--- src/rtl/core/fmt_pkg.sv ---
`timescale 1ns / 1ps
// ----------------------------------------------------------------------------
// fmt_pkg: shared types and constants of the message tokenizer
// Parser modes, result kinds, delimiter kinds, error codes and the syntax
// characters of the message format.
// ----------------------------------------------------------------------------
package fmt_pkg;

	typedef enum logic [2:0] {
		MODE_SEG   = 3'd0,
		MODE_ELEM  = 3'd1,
		MODE_TEXT  = 3'd2,
		MODE_ESC   = 3'd3,
		MODE_BHDR  = 3'd4,
		MODE_BDATA = 3'd5,
		MODE_AFTER = 3'd6
	} mode_t;

	localparam logic [1:0] KIND_NONE     = 2'd0;
	localparam logic [1:0] KIND_TEXT     = 2'd1;
	localparam logic [1:0] KIND_BINARY   = 2'd2;
	localparam logic [1:0] KIND_ELEM_END = 2'd3;

	localparam logic [1:0] DELIM_COLON = 2'd0;
	localparam logic [1:0] DELIM_PLUS  = 2'd1;
	localparam logic [1:0] DELIM_APOS  = 2'd2;

	localparam logic [2:0] ERR_OK          = 3'd0;
	localparam logic [2:0] ERR_NO_DELIM    = 3'd1;
	localparam logic [2:0] ERR_ESC_END     = 3'd2;
	localparam logic [2:0] ERR_BAD_BHDR    = 3'd3;
	localparam logic [2:0] ERR_BIN_TRUNC   = 3'd4;
	localparam logic [2:0] ERR_BIN_NODELIM = 3'd5;
	localparam logic [2:0] ERR_BIN_LONG    = 3'd6;
	localparam logic [2:0] ERR_COUNT_OVF   = 3'd7;

	localparam logic [7:0] CH_NUL   = 8'h00;
	localparam logic [7:0] CH_APOS  = 8'h27;
	localparam logic [7:0] CH_PLUS  = 8'h2B;
	localparam logic [7:0] CH_COLON = 8'h3A;
	localparam logic [7:0] CH_QUEST = 8'h3F;
	localparam logic [7:0] CH_AT    = 8'h40;
	localparam logic [7:0] CH_ZERO  = 8'h30;
	localparam logic [7:0] CH_NINE  = 8'h39;

	localparam int LIMIT_W    = 16;
	localparam int CONSUMED_W = 16;

	localparam logic [LIMIT_W-1:0] LIMIT_RESET = 16'hFFFF;

	typedef struct packed {
		logic [1:0]            kind;
		logic [7:0]            data_byte;
		logic [1:0]            delim_kind;
		logic                  done;
		logic [2:0]            error_code;
		logic [CONSUMED_W-1:0] consumed;
	} result_t;

endpackage

--- src/rtl/core/fmt_step.sv ---
`timescale 1ns / 1ps
// ----------------------------------------------------------------------------
// fmt_step: next-state and result logic of the tokenizer
// Takes one byte and the current parser state and gives the result of that
// byte together with the state that follows it.
// ----------------------------------------------------------------------------
module fmt_step #(
	parameter int BIN_LEN_WIDTH = 16,
	parameter int COUNT_WIDTH   = 16
) (
	input  logic [7:0]                 in_byte,
	input  logic                       last_byte,
	input  fmt_pkg::mode_t             mode,
	input  logic [BIN_LEN_WIDTH-1:0]   bin_rem,
	input  logic [COUNT_WIDTH-1:0]     byte_cnt,
	input  logic [COUNT_WIDTH-1:0]     seg_base,
	input  logic                       finished,
	input  logic [fmt_pkg::LIMIT_W-1:0] bin_len_limit,
	output fmt_pkg::result_t           res,
	output fmt_pkg::mode_t             mode_nxt,
	output logic [BIN_LEN_WIDTH-1:0]   bin_rem_nxt,
	output logic [COUNT_WIDTH-1:0]     byte_cnt_nxt,
	output logic [COUNT_WIDTH-1:0]     seg_base_nxt,
	output logic                       finished_nxt
);
	import fmt_pkg::*;

	localparam int VW  = (BIN_LEN_WIDTH + 4 > LIMIT_W) ? BIN_LEN_WIDTH + 4 : LIMIT_W;
	localparam int CXW = (COUNT_WIDTH > CONSUMED_W) ? COUNT_WIDTH : CONSUMED_W;
	localparam logic [COUNT_WIDTH-1:0] CNT_MAX = {COUNT_WIDTH{1'b1}};

	logic [VW-1:0]    limit_v;
	logic [VW-1:0]    bin_max_v;
	logic [VW-1:0]    lim_v;
	logic [VW-1:0]    rem_v;
	logic [VW-1:0]    acc_v;
	logic [3:0]       digit;
	logic             is_digit;
	logic             is_delim;
	logic [1:0]       delim;
	logic [CXW-1:0]   cons_x;

	always_comb begin
		limit_v   = VW'(bin_len_limit);
		bin_max_v = VW'({BIN_LEN_WIDTH{1'b1}});
		lim_v     = (limit_v < bin_max_v) ? limit_v : bin_max_v;
		rem_v     = VW'(bin_rem);
		digit     = 4'(in_byte - CH_ZERO);
		is_digit  = (in_byte >= CH_ZERO) && (in_byte <= CH_NINE);
		acc_v     = (rem_v << 3) + (rem_v << 1) + VW'(digit);
		is_delim  = (in_byte == CH_COLON) || (in_byte == CH_PLUS) || (in_byte == CH_APOS);
		delim     = (in_byte == CH_COLON) ? DELIM_COLON :
		            (in_byte == CH_PLUS)  ? DELIM_PLUS  : DELIM_APOS;
	end

	always_comb begin
		res          = '0;
		cons_x       = '0;
		mode_nxt     = mode;
		bin_rem_nxt  = bin_rem;
		byte_cnt_nxt = byte_cnt;
		seg_base_nxt = seg_base;
		finished_nxt = finished;

		if (finished) begin
			if (last_byte) begin
				finished_nxt = 1'b0;
				mode_nxt     = MODE_SEG;
				bin_rem_nxt  = '0;
				byte_cnt_nxt = '0;
				seg_base_nxt = '0;
			end
		end else begin
			if (mode == MODE_SEG && in_byte == CH_NUL) begin
				res.done = 1'b1;
			end else if (byte_cnt == CNT_MAX) begin
				res.done       = 1'b1;
				res.error_code = ERR_COUNT_OVF;
			end else begin
				byte_cnt_nxt = byte_cnt + COUNT_WIDTH'(1);
				case (mode)
					MODE_ESC: begin
						if (in_byte == CH_NUL) begin
							res.done       = 1'b1;
							res.error_code = ERR_ESC_END;
						end else begin
							res.kind      = KIND_TEXT;
							res.data_byte = in_byte;
							mode_nxt      = MODE_TEXT;
						end
					end
					MODE_BHDR: begin
						if (is_digit) begin
							if (acc_v > lim_v) begin
								res.done       = 1'b1;
								res.error_code = ERR_BIN_LONG;
							end else begin
								bin_rem_nxt = acc_v[BIN_LEN_WIDTH-1:0];
							end
						end else if (in_byte == CH_AT) begin
							mode_nxt = (bin_rem != '0) ? MODE_BDATA : MODE_AFTER;
						end else begin
							res.done       = 1'b1;
							res.error_code = ERR_BAD_BHDR;
						end
					end
					MODE_BDATA: begin
						res.kind      = KIND_BINARY;
						res.data_byte = in_byte;
						if (bin_rem != '0) begin
							bin_rem_nxt = bin_rem - BIN_LEN_WIDTH'(1);
						end
						if (bin_rem <= BIN_LEN_WIDTH'(1)) begin
							mode_nxt = MODE_AFTER;
						end
					end
					MODE_AFTER: begin
						if (is_delim) begin
							res.kind       = KIND_ELEM_END;
							res.delim_kind = delim;
							if (delim == DELIM_APOS) begin
								mode_nxt     = MODE_SEG;
								seg_base_nxt = byte_cnt + COUNT_WIDTH'(1);
							end else begin
								mode_nxt = MODE_ELEM;
							end
						end else begin
							res.done       = 1'b1;
							res.error_code = ERR_BIN_NODELIM;
						end
					end
					default: begin
						if (is_delim) begin
							res.kind       = KIND_ELEM_END;
							res.delim_kind = delim;
							if (delim == DELIM_APOS) begin
								mode_nxt     = MODE_SEG;
								seg_base_nxt = byte_cnt + COUNT_WIDTH'(1);
							end else begin
								mode_nxt = MODE_ELEM;
							end
						end else if (in_byte == CH_QUEST) begin
							mode_nxt = MODE_ESC;
						end else if (in_byte == CH_AT &&
						             (mode == MODE_SEG || mode == MODE_ELEM)) begin
							mode_nxt    = MODE_BHDR;
							bin_rem_nxt = '0;
						end else if (in_byte == CH_NUL) begin
							res.done       = 1'b1;
							res.error_code = ERR_NO_DELIM;
						end else begin
							res.kind      = KIND_TEXT;
							res.data_byte = in_byte;
							mode_nxt      = MODE_TEXT;
						end
					end
				endcase

				if (!res.done && last_byte) begin
					res.done = 1'b1;
					case (mode_nxt)
						MODE_SEG:   res.error_code = ERR_OK;
						MODE_ESC:   res.error_code = ERR_ESC_END;
						MODE_BHDR:  res.error_code = ERR_BAD_BHDR;
						MODE_BDATA: res.error_code = ERR_BIN_TRUNC;
						MODE_AFTER: res.error_code = ERR_BIN_NODELIM;
						default:    res.error_code = ERR_NO_DELIM;
					endcase
				end
			end

			if (res.done) begin
				if (res.error_code != ERR_OK) begin
					res.kind       = KIND_NONE;
					res.data_byte  = '0;
					res.delim_kind = DELIM_COLON;
					cons_x         = CXW'(seg_base_nxt);
				end else begin
					cons_x = CXW'(byte_cnt_nxt);
				end
				res.consumed = cons_x[CONSUMED_W-1:0];
				if (last_byte) begin
					finished_nxt = 1'b0;
					mode_nxt     = MODE_SEG;
					bin_rem_nxt  = '0;
					byte_cnt_nxt = '0;
					seg_base_nxt = '0;
				end else begin
					finished_nxt = 1'b1;
				end
			end
		end
	end

endmodule

--- src/rtl/core/fints_message_tokenizer_unit.sv ---
`timescale 1ns / 1ps
// ----------------------------------------------------------------------------
// fints_message_tokenizer_unit: streaming tokenizer for banking messages
// Splits a message, one byte per item, into text bytes, binary bytes and
// element ends, and reports completion or the first error with a byte count.
// ----------------------------------------------------------------------------
//  Channel  | Handshake            | Payload
//  ---------+----------------------+------------------------------------------
//  in       | in_valid / in_stall  | in_byte, last_byte
//  out      | out_valid / out_stall| kind, data_byte, delim_kind, done_res,
//           |                      | error_code, consumed
//  config   | cfg_we               | cfg_wdata (binary length limit)
//
//  One item per cycle while the result register is free; each item passes
//  through the input register and then the result register to the output.
//  The input register and the result register each hold one item, so input
//  is taken while a result waits, and stall on the output reaches the input
//  only once both are full. Reset returns the parser to a segment start and
//  the length limit to its maximum.
// ----------------------------------------------------------------------------
module fints_message_tokenizer_unit #(
	parameter int BIN_LEN_WIDTH = 16,
	parameter int COUNT_WIDTH   = 16
) (
	input  logic                          clk,
	input  logic                          arst_n,
	input  logic                          cfg_we,
	input  logic [fmt_pkg::LIMIT_W-1:0]   cfg_wdata,
	input  logic                          in_valid,
	output logic                          in_stall,
	input  logic [7:0]                    in_byte,
	input  logic                          last_byte,
	output logic                          out_valid,
	input  logic                          out_stall,
	output logic [1:0]                    kind,
	output logic [7:0]                    data_byte,
	output logic [1:0]                    delim_kind,
	output logic                          done_res,
	output logic [2:0]                    error_code,
	output logic [fmt_pkg::CONSUMED_W-1:0] consumed
);
	import fmt_pkg::*;

	logic [LIMIT_W-1:0]       limit_q;
	logic                     valid_s1;
	logic [7:0]               byte_s1;
	logic                     last_s1;
	mode_t                    mode_q;
	logic [BIN_LEN_WIDTH-1:0] bin_rem_q;
	logic [COUNT_WIDTH-1:0]   byte_cnt_q;
	logic [COUNT_WIDTH-1:0]   seg_base_q;
	logic                     finished_q;
	logic                     out_valid_q;
	result_t                  res_q;

	result_t                  res;
	mode_t                    mode_nxt;
	logic [BIN_LEN_WIDTH-1:0] bin_rem_nxt;
	logic [COUNT_WIDTH-1:0]   byte_cnt_nxt;
	logic [COUNT_WIDTH-1:0]   seg_base_nxt;
	logic                     finished_nxt;
	logic                     advance;
	logic                     in_take;
	logic                     step;

	assign advance  = !out_valid_q || !out_stall;
	assign in_stall = valid_s1 && !advance;
	assign in_take  = in_valid && !in_stall;
	assign step     = valid_s1 && advance;

	fmt_step #(
		.BIN_LEN_WIDTH(BIN_LEN_WIDTH),
		.COUNT_WIDTH  (COUNT_WIDTH)
	) u_step (
		.in_byte      (byte_s1),
		.last_byte    (last_s1),
		.mode         (mode_q),
		.bin_rem      (bin_rem_q),
		.byte_cnt     (byte_cnt_q),
		.seg_base     (seg_base_q),
		.finished     (finished_q),
		.bin_len_limit(limit_q),
		.res          (res),
		.mode_nxt     (mode_nxt),
		.bin_rem_nxt  (bin_rem_nxt),
		.byte_cnt_nxt (byte_cnt_nxt),
		.seg_base_nxt (seg_base_nxt),
		.finished_nxt (finished_nxt)
	);

	always_ff @(posedge clk or negedge arst_n) begin
		if (!arst_n) begin
			limit_q <= LIMIT_RESET;
		end else if (cfg_we) begin
			limit_q <= cfg_wdata;
		end
	end

	always_ff @(posedge clk or negedge arst_n) begin
		if (!arst_n) begin
			valid_s1 <= 1'b0;
		end else if (in_take) begin
			valid_s1 <= 1'b1;
		end else if (advance) begin
			valid_s1 <= 1'b0;
		end
	end

	always_ff @(posedge clk) begin
		if (in_take) begin
			byte_s1 <= in_byte;
			last_s1 <= last_byte;
		end
	end

	always_ff @(posedge clk or negedge arst_n) begin
		if (!arst_n) begin
			mode_q      <= MODE_SEG;
			bin_rem_q   <= '0;
			byte_cnt_q  <= '0;
			seg_base_q  <= '0;
			finished_q  <= 1'b0;
			out_valid_q <= 1'b0;
		end else if (step) begin
			mode_q      <= mode_nxt;
			bin_rem_q   <= bin_rem_nxt;
			byte_cnt_q  <= byte_cnt_nxt;
			seg_base_q  <= seg_base_nxt;
			finished_q  <= finished_nxt;
			out_valid_q <= 1'b1;
		end else if (!out_stall) begin
			out_valid_q <= 1'b0;
		end
	end

	always_ff @(posedge clk) begin
		if (step) begin
			res_q <= res;
		end
	end

	assign out_valid  = out_valid_q;
	assign kind       = res_q.kind;
	assign data_byte  = res_q.data_byte;
	assign delim_kind = res_q.delim_kind;
	assign done_res   = res_q.done;
	assign error_code = res_q.error_code;
	assign consumed   = res_q.consumed;

endmodule

--- config.mk ---
export PLATFORM = sky130hd
export DESIGN_NAME = fints_message_tokenizer_unit
export DESIGN_NICKNAME = d
export VERILOG_FILES = /design/src/rtl/core/fmt_pkg.sv /design/src/rtl/core/fmt_step.sv /design/src/rtl/core/fints_message_tokenizer_unit.sv
export SDC_FILE = /design/constraint.sdc
export NUM_CORES = 1
export LEC_CHECK = 0
export BUFFER_PORTS_ARGS = -buffer_cell sky130_fd_sc_hd__buf_2
export CAP_MARGIN = 0
export CORE_ASPECT_RATIO = 1.2
export CORE_UTILIZATION = 55
export CTS_BUF_LIST = sky130_fd_sc_hd__clkbuf_16
export CTS_CLUSTER_DIAMETER = 100
export DETAILED_ROUTE_END_ITERATION = 6
export PLACE_DENSITY = 0.82
export SETUP_SLACK_MARGIN = 0.5
export SYNTH_ARGS = -nofsm -noshare
export SYNTH_HDL_FRONTEND = slang
export SYNTH_SLANG_ARGS = --single-unit
--- constraint.sdc ---
create_clock -name clk -period 5 [get_ports clk]
set_input_delay 0.25 -clock clk [delete_from_list [all_inputs] [get_ports clk]]
set_output_delay 0.25 -clock clk [all_outputs]
set_load 0.01 [all_outputs]
==> run_results.csv <==
group,metric,value,unit
layout,final-instance-count-excl-fill,1222,
critical_path,path_cells,"inv_2, fa_1, inv_2, fa_2, a211oi_2, o21ai_1, nand2_1, nand2_2, a21oi_4, xnor2_2, ha_1, and4_1, nand4_1, a21oi_2, o41ai_2, buf_4, o2111ai_4, or3_4, a211oi_4, o211ai_2, buf_4, or3_4, nor3_2",
sta,max-slew-margin-rel,27.63,%
run_status,violations,"negative setup slack",
sta,whs,50.61,ps
detailed_routing,drc,0,
detailed_routing,drt-pass1-iter-count,5,
place,io_buffer_count,63,
pwr,seq_power_share,47.1,%
floorplan,boundaryPins,64,
pwr,ir_worst_vdd,144.2,µV
critical_path,crit_start,"bin_rem_q[0]$_DFFE_PN0P_",
pwr,powerDensity,221.4,mW/mm²
clock_network,insertion_delay,370,ps
floorplan,rows,48,
critical_path,critPathMaxFanout,5,
place,gp_congestion,0.9640,
clock_network,cts_tree,"yes",
clock_network,clkSlewWorstSetupHoldPaths,80,ps
pwr,p_sw,0.6732,mW
worst_hold_path,min_path_type,"primary input to flip-flop",
layout,final_area,0.01005,mm²
detailed_routing,avgViaCountPerCell,6.623,
critical_path,worst_path_max_delay_cell,"fa_1",
grt,antenna_found_initial,0,
synth,ys_seq_area_share,37.22,%
detailed_routing,vias,8093,
sta,finalCriticalPeriod,5178,ps
sta,period_share,103.6,%
grt,grt_max_degree,48,
floorplan,start_util,56.22,%
clock_network,cts_max_level,3,
critical_path,r2r_start,"bin_rem_q[0]$_DFFE_PN0P_",
synth,synth_area,0.008069,mm²
run_status,status,"finished with violations",
pwr,clockPowerShare,33.1,%
sta,max_freq,0.1931,GHz
place,numPlacedInstances,1185,
critical_path,start_kind,"flip-flop",
detailed_routing,ant_nets,0,
synth,async_reset_ff_share,63.06,%
layout,antennaDiodeCount,0,
floorplan,core,0.01435,mm²
clock_network,cts.sinks,111,
place,hpwl,17420,µm
detailed_routing,first_iter_violations,871,
grt,grt_pass1_wl,39230,µm
pwr,combPwrFrac,19.7,%
floorplan,die_y,134.7,µm
detailed_routing,totalWireLength,25590,µm
sta,fin_skew,8.369,ps
sta,tns,-2671,ps
synth,yosys.cell_types.count,83,
layout,final_util,70.01,%
sta,max_slew.worst_pin.slew,1078,ps
detailed_routing,wl_per_cell,20.94,µm
synth,synth-seq-cells,111,
grt,grt_pass1_vias,7771,
pwr,power.share.switching,30.26,%
grt,grt.overflow.total,0,
critical_path,required,5220,ps
layout,drive_above_1_share,28.56,%
critical_path,critPathKind,"flip-flop to flip-flop",
layout,finalNetCount,1124,
synth,syn_nets,1013,
job,drv_cap,0,
layout,syn2layout_area_growth,24.55,%
sta,rsz0062_at_grt,"yes",
critical_path,crit_arrival,5400,ps
clock_network,clock_path_buffers,2,
place,placed_cell_area,0.009034,mm²
synth,syn_inst,931,
synth,avgSynthCellArea,8.667,µm²
clock_network,cts-root-buf,"clkbuf_16",
synth,synth_edf_count,41,
sta,setup_viol,25,
critical_path,worstSetupEndpointType,"flip-flop",
sta,final_hold_viol_count,0,
floorplan,dieArea,0.01516,mm²
floorplan,die_x,112.6,µm
synth,synth_ff_type,"dfrtp_1",
sta,setup_slack,-178.3,ps
sta,drv_slew,0,
pwr,leakagePower,4.366,nW
clock_network,cts_made_buffers,9,
pwr,intPower,1.552,mW
grt,groute.usage.overall,33.52,%
synth,yosys_warnings,0,
worst_hold_path,worstHoldStart,"in_byte[6]",
critical_path,cpPeakStageDelay,560,ps
cells in the mapped netlist (all sizes together), types with 15 or more instances:
cell	count	area (µm²)
o21ai	104	520.5
dfrtp	54	1351
and2	16	100.1
nand2	111	416.7
nor2	58	217.7
o211ai	15	122.6
dfstp	16	420.4
xnor2	24	210.2
nor3	23	115.1
a21oi	78	394.1
and3	15	93.84
inv	43	161.4
ha	50	625.6
nand3	30	150.1
clkbuf	45	170.2
edfxtp	41	1231
area by class of cell:
| class | instances | area, µm² |
|---|---|---|
| clock inverters | 6 | 42.54 |
| multi-input cells | 718 | 5220 |
| well taps | 175 | 219.0 |
| inverters | 43 | 161.4 |
| flip-flops and latches | 111 | 3003 |
| fillers | 1051 | 4304 |
| clock buffers | 10 | 250.2 |
| repair buffers | 159 | 1154 |
power by group through the flow:
| stage | combinational (mW) | clock [mW] | sequential (mW) |
|---|---|---|---|
| detailed placement | 0.366 | 0 | 1.06 |
| floorplan | 0.228 | 0 | 1.06 |
| global placement | 0.356 | 0 | 1.06 |
| finish | 0.439 | 0.737 | 1.05 |
| global route | 0.469 | 0.768 | 1.05 |
| CTS | 0.394 | 0.739 | 1.05 |
worst max-delay path: cells and delay by family, from the launching register on:
family                   cells  cell delay [ps]
flip-flops                   1              360
AO/OA/AOI/OAI                8             1420
adder cells (fa/ha/maj)      3             1160
AND/OR/NAND/NOR              7             1480
XOR/XNOR                     1              130
buffers and inverters        4              460
metrics by stage:
step	power [mW]	setup WS [ps]
after floorplan	1.287	178.6
after detailed placement	1.429	-281.1
after global placement	1.419	-65.11
after global routing	2.292	-341.5
final	2.225	-178.3
after CTS	2.179	-179.4
layer usage:
metal	global-route usage [%]	wire (µm)
met5	0	0
met1	38.58	9546
met3	5.610	1833
met2	55.69	12160
met4	26.15	2051
registers in the layout, indices dropped and copies added (netlist names):
name and count:
bin_rem_q 16, byte_cnt_q 16, consumed 16, limit_q 16, seg_base_q 16, byte_s1 8, data_byte 8, error_code 3
mode_q 3, delim_kind 2, kind 2, done_res 1, finished_q 1, last_s1 1, out_valid 1, valid_s1 1
logic make-up (layout without fill, tap and decap cells):
kind of cell             Yosys count  after routing  synth area share (%)
flip-flops                       111            111                 37.22
multiplexers                       8              8                 1.070
AO/OA/AOI/OAI                    307            307                 24.90
XOR/XNOR                          34             34                 3.690
adder cells (fa/ha/maj)           52             52                 8.249
buffers and inverters            102            218                 5.117
AND/OR/NAND/NOR                  317            317                 19.76
timing repair:
action | in CTS | in global routing
gates cloned | 0 | 1
hold endpoints to repair | 23 | 0
buffers inserted | 12 | 7
pin swaps | 37 | 49
hold buffers | 1 | 0
resized for setup | 49 | 63
endpoints found under the setup margin | 49 | 49
worst paths after layout:
kind / slack, ps / depth (start not counted) / end
worst max-delay path: -180 / 23 / kind[1]$_SDFFCE_PP0P_
worst min-delay path: 50 / 1 / byte_s1[6]$_DFFE_PP_
worst max register to register: -180 / 23 / kind[1]$_SDFFCE_PP0P_
worst min register to register: 490 / 2 / seg_base_q[10]$_DFFE_PN0P_
max in group asynchronous: 3470 / 3 / valid_s1$_DFFE_PN0P_
min in group asynchronous: 420 / 2 / finished_q$_DFFE_PN0P_
layout by cell type, fill, tap and decap left out, types with 12 or more instances in the layout:
cell / n
dfstp_2: 16
nand2_1: 108
nand3_1: 27
dfrtp_1: 54
and2_1: 14
and3_1: 14
ha_1: 49
nor3_1: 15
xnor2_1: 21
o211ai_1: 13
buf_2: 63
edfxtp_1: 41
o21ai_0: 90
nor2_1: 53
buf_4: 79
inv_1: 39
a21oi_2: 12
a21oi_1: 60
a21o_1: 13
Power figures use the tool's default switching activity.
